===== src/sqt_pkg.sv =====
package sqt_pkg;

  // Angle resolution: 2^ANGLE_BITS steps per turn.
  localparam int ANGLE_BITS   = 12;
  localparam int QUARTER_BITS = ANGLE_BITS - 2;
  localparam int QUARTER      = 1 << QUARTER_BITS;
  localparam int INTERP_W     = QUARTER_BITS + 12;

  localparam int NUM_CORNERS  = 4;
  localparam int CORNER_BITS  = 2;

  // Offset products and rotated sums.
  localparam int SCALED_W     = 32;
  localparam int PROD_W       = 49;
  localparam int SUM_W        = 50;
  localparam int CENTER_W     = 18;
  localparam int CENTER_SHIFT = 26;
  localparam int OUT_SHIFT    = 27;

  localparam logic [14:0] SINE_ONE = 15'd16384;

  typedef logic [ANGLE_BITS-1:0] angle_t;
  typedef logic signed [15:0]    trig_t;

  typedef struct packed {
    logic signed [15:0] left_x;
    logic signed [15:0] top_y;
    logic [15:0]        width;
    logic [15:0]        height;
    logic [15:0]        scale_x;
    logic [15:0]        scale_y;
    logic [11:0]        angle;
    logic [15:0]        tex_x;
    logic [15:0]        tex_y;
    logic [15:0]        tex_w;
    logic [15:0]        tex_h;
    logic [31:0]        colour;
  } sprite_t;

  typedef struct packed {
    logic [CORNER_BITS-1:0] corner;
    logic signed [15:0]     x;
    logic signed [15:0]     y;
    logic [15:0]            u;
    logic [15:0]            v;
    logic [31:0]            colour;
    logic                   last;
  } vertex_t;

  // Quarter-wave sine, Q1.14, at steps of 1/64 turn.
  function automatic logic [14:0] quarter_sine_lut(input logic [4:0] idx);
    logic [14:0] val;
    unique case (idx)
      5'd0:    val = 15'd0;
      5'd1:    val = 15'd1606;
      5'd2:    val = 15'd3196;
      5'd3:    val = 15'd4756;
      5'd4:    val = 15'd6270;
      5'd5:    val = 15'd7723;
      5'd6:    val = 15'd9102;
      5'd7:    val = 15'd10394;
      5'd8:    val = 15'd11585;
      5'd9:    val = 15'd12665;
      5'd10:   val = 15'd13623;
      5'd11:   val = 15'd14449;
      5'd12:   val = 15'd15137;
      5'd13:   val = 15'd15678;
      5'd14:   val = 15'd16069;
      5'd15:   val = 15'd16305;
      default: val = SINE_ONE;
    endcase
    return val;
  endfunction

  // Interpolated sine over a quarter turn, q in 0..QUARTER, rounded half up.
  function automatic logic [14:0] sine_quarter(input logic [QUARTER_BITS:0] q);
    logic [4:0]              seg;
    logic [QUARTER_BITS-1:0] frac;
    logic [14:0]             lo;
    logic [14:0]             diff;
    logic [INTERP_W-1:0]     prod;
    seg  = 5'(q >> (QUARTER_BITS - 4));
    frac = {q[QUARTER_BITS-5:0], 4'b0000};
    if (seg >= 5'd16) begin
      return SINE_ONE;
    end
    lo   = quarter_sine_lut(seg);
    diff = quarter_sine_lut(seg + 5'd1) - lo;
    prod = INTERP_W'(diff[10:0]) * INTERP_W'(frac)
         + (INTERP_W'(1) << (QUARTER_BITS - 1));
    return lo + 15'(prod >> QUARTER_BITS);
  endfunction

  // Full-turn sine by quadrant symmetry.
  function automatic trig_t sine_full(input angle_t a);
    logic [1:0]              quad;
    logic [QUARTER_BITS-1:0] r;
    logic [QUARTER_BITS:0]   q;
    trig_t                   m;
    quad = a[ANGLE_BITS-1 -: 2];
    r    = a[QUARTER_BITS-1:0];
    q    = quad[0] ? ((QUARTER_BITS+1)'(QUARTER) - {1'b0, r}) : {1'b0, r};
    m    = {1'b0, sine_quarter(q)};
    return quad[1] ? -m : m;
  endfunction

endpackage


===== src/sqt_cell.sv =====
module sqt_cell (
  input  logic             clk,
  input  logic             rst_n,
  input  logic             load,
  input  logic             shift,
  input  sqt_pkg::vertex_t load_data,
  input  logic             nbr_vld,
  input  sqt_pkg::vertex_t nbr_data,
  output logic             vld,
  output sqt_pkg::vertex_t data
);

  logic             vld_r;
  sqt_pkg::vertex_t data_r;

  // Take a fresh vertex on load, else advance from the neighbor on shift.
  always_ff @(posedge clk) begin
    if (!rst_n) begin
      vld_r <= 1'b0;
    end else if (load) begin
      vld_r <= 1'b1;
    end else if (shift) begin
      vld_r <= nbr_vld;
    end
  end

  always_ff @(posedge clk) begin
    if (load) begin
      data_r <= load_data;
    end else if (shift) begin
      data_r <= nbr_data;
    end
  end

  assign vld  = vld_r;
  assign data = data_r;

endmodule


===== config.mk =====
export PLATFORM = sky130hd
export DESIGN_NAME = sqt_cell
export DESIGN_NICKNAME = d
export VERILOG_FILES = /design/src/sqt_pkg.sv /design/src/sqt_cell.sv
export SDC_FILE = /design/constraint.sdc
export NUM_CORES = 1
export LEC_CHECK = 0
export ABC_AREA = 1
export BUFFER_PORTS_ARGS = -buffer_cell sky130_fd_sc_hd__clkbuf_2
export CAP_MARGIN = 20
export CELL_PAD_IN_SITES_DETAIL_PLACEMENT = 1
export CELL_PAD_IN_SITES_GLOBAL_PLACEMENT = 2
export CORE_ASPECT_RATIO = 1.5
export CORE_UTILIZATION = 20
export DETAILED_ROUTE_END_ITERATION = 10
export PLACE_DENSITY = 0.81
export REMOVE_ABC_BUFFERS = 1
export SLEW_MARGIN = 20
export SYNTH_ARGS = -nofsm -noshare
export SYNTH_HDL_FRONTEND = slang
export SYNTH_SLANG_ARGS = --single-unit
export TNS_END_PERCENT = 10

===== constraint.sdc =====
create_clock -name clk -period 3.26 [get_ports clk]
set_clock_uncertainty 0.1 [all_clocks]
set_input_delay 0.652 -clock clk [delete_from_list [all_inputs] [get_ports clk]]
set_output_delay 0.652 -clock clk [all_outputs]
set_load 0.01 [all_outputs]

==> impl_metrics.xml <==
<?xml version="1.0" encoding="UTF-8"?>
<metrics>
  <group name="worst_setup_path">
    <metric name="worst-endpoint-required" unit="ns">2.51</metric>
    <metric name="reg2reg_slack" unit="ns">2.55</metric>
    <metric name="worst_r2r_path_depth" unit="">2</metric>
    <metric name="timing.critical_path.to_type" unit="">primary output</metric>
    <metric name="biggest_cell_delay_along_the_critical_path" unit="ns">0.43</metric>
    <metric name="crit-reg2reg-capture" unit="">vld</metric>
    <metric name="worst_path_max_delay_cell" unit="">sky130_fd_sc_hd__edfxtp_1</metric>
    <metric name="cp.buffers_inverters" unit="">1</metric>
    <metric name="critical_path.max_fanout" unit="">1</metric>
    <metric name="crit_type" unit="">reg2out</metric>
    <metric name="timing.rr.start" unit="">vld</metric>
    <metric name="crit_chain" unit="">clkbuf_2</metric>
    <metric name="startpoint_class" unit="">flip-flop</metric>
    <metric name="worstPathArrival" unit="ns">0.94</metric>
    <metric name="worst_path_dominant_cell_family" unit="">flip-flops</metric>
  </group>
  <group name="timing">
    <metric name="grt_setup_unrepaired" unit="">false</metric>
    <metric name="max_freq" unit="GHz">0.592</metric>
    <metric name="final_min_period_over_clock_period" unit="%">51.8</metric>
    <metric name="timing.max_slew.rel_slack" unit="%">43.3</metric>
    <metric name="final_max_slew_viol_count" unit="">0</metric>
    <metric name="fin_crit" unit="ns">1.69</metric>
    <metric name="timing_hold_violations_final" unit="">0</metric>
    <metric name="setup_violations" unit="">0</metric>
    <metric name="worst_slew_pin_slew" unit="ns">0.851</metric>
    <metric name="setup_tns" unit="ns">0</metric>
  </group>
  <group name="place">
    <metric name="dp.final_hpwl" unit="um">11100</metric>
    <metric name="port_buffers" unit="">302</metric>
    <metric name="finalWeightedCongestion" unit="">0.766</metric>
  </group>
  <group name="floorplanning">
    <metric name="placeableCoreArea" unit="um2">21700</metric>
    <metric name="floorplan.die.width" unit="um">123</metric>
    <metric name="placementRows" unit="">66</metric>
    <metric name="die_outline_height" unit="um">184</metric>
    <metric name="initial_utilization" unit="%">20.4</metric>
    <metric name="ioPinCount" unit="">303</metric>
    <metric name="floorplan.die_area" unit="um2">22700</metric>
  </group>
  <group name="global_route">
    <metric name="grt_antenna_before_repair" unit="">0</metric>
    <metric name="global_route.usage.total" unit="%">12.3</metric>
    <metric name="grt_pass1_vias" unit="">3782</metric>
    <metric name="grt.overflow.total" unit="">0</metric>
    <metric name="pin_count_of_the_biggest_net_entering_global_routing" unit="">104</metric>
    <metric name="grt_pass1_wl" unit="um">20200</metric>
  </group>
  <group name="clocking">
    <metric name="post_cts_resize_count" unit="">0</metric>
    <metric name="cts_buffers" unit="">9</metric>
    <metric name="worst_skew_pair.late_latency" unit="ns">0.35</metric>
    <metric name="hold_buf_cts" unit="">0</metric>
    <metric name="htree_levels" unit="">3</metric>
    <metric name="cts.sinks" unit="">100</metric>
    <metric name="clk_transition_reported_paths" unit="ns">0.07</metric>
    <metric name="cts_tree" unit="">done</metric>
    <metric name="ctsRootBufferMaster" unit="">sky130_fd_sc_hd__clkbuf_16</metric>
    <metric name="total_setup_buffers_inserted_after_cts" unit="">0</metric>
    <metric name="clockBufferDepth" unit="">2</metric>
  </group>
  <group name="routing">
    <metric name="viasPerCell" unit="">3.88</metric>
    <metric name="via_count" unit="">3866</metric>
    <metric name="route.detailed.drc" unit="">0</metric>
    <metric name="detail_route.iter0.violations" unit="">105</metric>
    <metric name="final_wl" unit="um">14100</metric>
    <metric name="antenna_violating_nets_post_route" unit="">0</metric>
    <metric name="first_pass_iters" unit="">4</metric>
    <metric name="wire_length_per_cell_after_detailed_routing" unit="um">14.2</metric>
  </group>
  <group name="worst_hold_path">
    <metric name="hold_path.class" unit="">reg2reg</metric>
    <metric name="timing.hold.worst.start" unit="">vld</metric>
    <metric name="hold-path-endpoint" unit="">vld</metric>
    <metric name="holdPathStages" unit="">2</metric>
  </group>
  <group name="layout">
    <metric name="post_route_cells_drive_above_1_share" unit="%">43.8</metric>
    <metric name="n_antenna_cell" unit="">0</metric>
    <metric name="nNetsFinal" unit="">923</metric>
    <metric name="layout-area-overhead-vs-synth" unit="%">45.1</metric>
  </group>
  <group name="pwr">
    <metric name="max-vdd-ir-drop" unit="mV">0.200</metric>
    <metric name="fin_total_pwr" unit="uW">3100</metric>
    <metric name="cellPowerDensity" unit="nW/um2">483</metric>
    <metric name="total_leakage_power" unit="uW">0.00333</metric>
  </group>
  <group name="yosys">
    <metric name="ys_seq_elements" unit="">100</metric>
    <metric name="synth.distinct_cells" unit="">12</metric>
    <metric name="netlist_instances" unit="">425</metric>
    <metric name="avg_cell_area_syn" unit="um2">10.4</metric>
    <metric name="synth.yosys.seq_area_share" unit="%">67.6</metric>
    <metric name="synthesis.yosys.warnings" unit="">0</metric>
    <metric name="synthesis.area" unit="um2">4430</metric>
  </group>
  <group name="status">
    <metric name="status" unit="">completed</metric>
  </group>
  <group name="job">
    <metric name="max_cap_viol_count" unit="">0</metric>
  </group>
</metrics>
[cells in the final DEF (no fill, tap or decap)]
master and count:
sky130_fd_sc_hd__clkbuf_2 301, sky130_fd_sc_hd__inv_1 100, sky130_fd_sc_hd__nand2_1 100, sky130_fd_sc_hd__edfxtp_1 99, sky130_fd_sc_hd__o21ai_0 54, sky130_fd_sc_hd__o21ai_1 45
sky130_fd_sc_hd__clkbuf_16 9, sky130_fd_sc_hd__clkinv_1 4, sky130_fd_sc_hd__a21oi_1 2, sky130_fd_sc_hd__buf_12 2, sky130_fd_sc_hd__buf_4 2, sky130_fd_sc_hd__nor2_1 1
sky130_fd_sc_hd__inv_4 1, sky130_fd_sc_hd__clkinv_2 1, sky130_fd_sc_hd__clkbuf_1 1, sky130_fd_sc_hd__buf_6 1, sky130_fd_sc_hd__dfxtp_1 1
[logic make-up (layout without fill, tap and decap cells)]
family	count (synthesis)	after routing	share of synthesized area (%)
AO/OA/AOI/OAI	101	101	11.4
AND/OR/NAND/NOR	101	101	8.56
flip-flops	100	100	67.6
buffers and inverters	123	422	12.4
[layer usage]
metal | share of wire [%] | wire [um] | vias up | track usage, %
met4 | 2.3 | 327 | 0 | 5.64
li1 | - | - | 1947 | -
met2 | 55 | 7810 | 152 | 23.1
met5 | 0 | 0 | - | 0
met1 | 35 | 5000 | 1751 | 12.2
met3 | 7.0 | 990 | 16 | 3.53
[final cells by class]
class	instances	area (um2)
clock buffers	10	229
clock inverters	5	20.0
fillers	2625	15300
inverters	101	382
multi-input cells	202	885
flip-flops and latches	100	2990
well taps	272	340
repair buffers	306	1570
[where the power goes]
part	switching, uW	total [uW]	internal (uW)
registers	41.5	1620	1580
logic	280	504	224
clock network	475	978	503
total	797	3100	2300
[worst max path at each step]
stage / from / end / depth (start not counted)
after floorplan: load / data[0] / 2
after global placement: shift / data[3] / 4
after detailed placement: load / data[36] / 3
after CTS: data[19] / data[19] / 1
after global routing: load / data[67] / 3
final: data[19] / data[19] / 1
[sequential cells by signal, summed over array words and instances, names as in the netlist]
signal	flops
vld	1
data	99
[synth_stat cells]
library cell / n / area (um2)
sky130_fd_sc_hd__o21ai_0: 54 / 270
sky130_fd_sc_hd__dfxtp_1: 1 / 20.0
sky130_fd_sc_hd__buf_4: 1 / 7.51
sky130_fd_sc_hd__nor2_1: 1 / 3.75
sky130_fd_sc_hd__nand2_1: 100 / 375
sky130_fd_sc_hd__o21ai_1: 45 / 225
sky130_fd_sc_hd__buf_6: 11 / 124
sky130_fd_sc_hd__buf_2: 1 / 5.00
sky130_fd_sc_hd__inv_1: 101 / 379
sky130_fd_sc_hd__a21oi_1: 2 / 10.0
sky130_fd_sc_hd__clkbuf_1: 9 / 33.8
sky130_fd_sc_hd__edfxtp_1: 99 / 2970
[through the flow]
step	instance area (um2)	utilization, %	hold WS [ns]	setup WS, ns	std cells
after floorplan	4260	-	0.382	0.103	403
after global placement	6170	28.4	0.356	1.20	981
after detailed placement	6170	28.4	0.370	1.17	981
after CTS	6420	29.6	0.366	1.51	996
after global routing	6420	29.6	0.380	1.45	996
final	6420	29.6	0.377	1.57	996
Power figures use the tool's default switching activity.
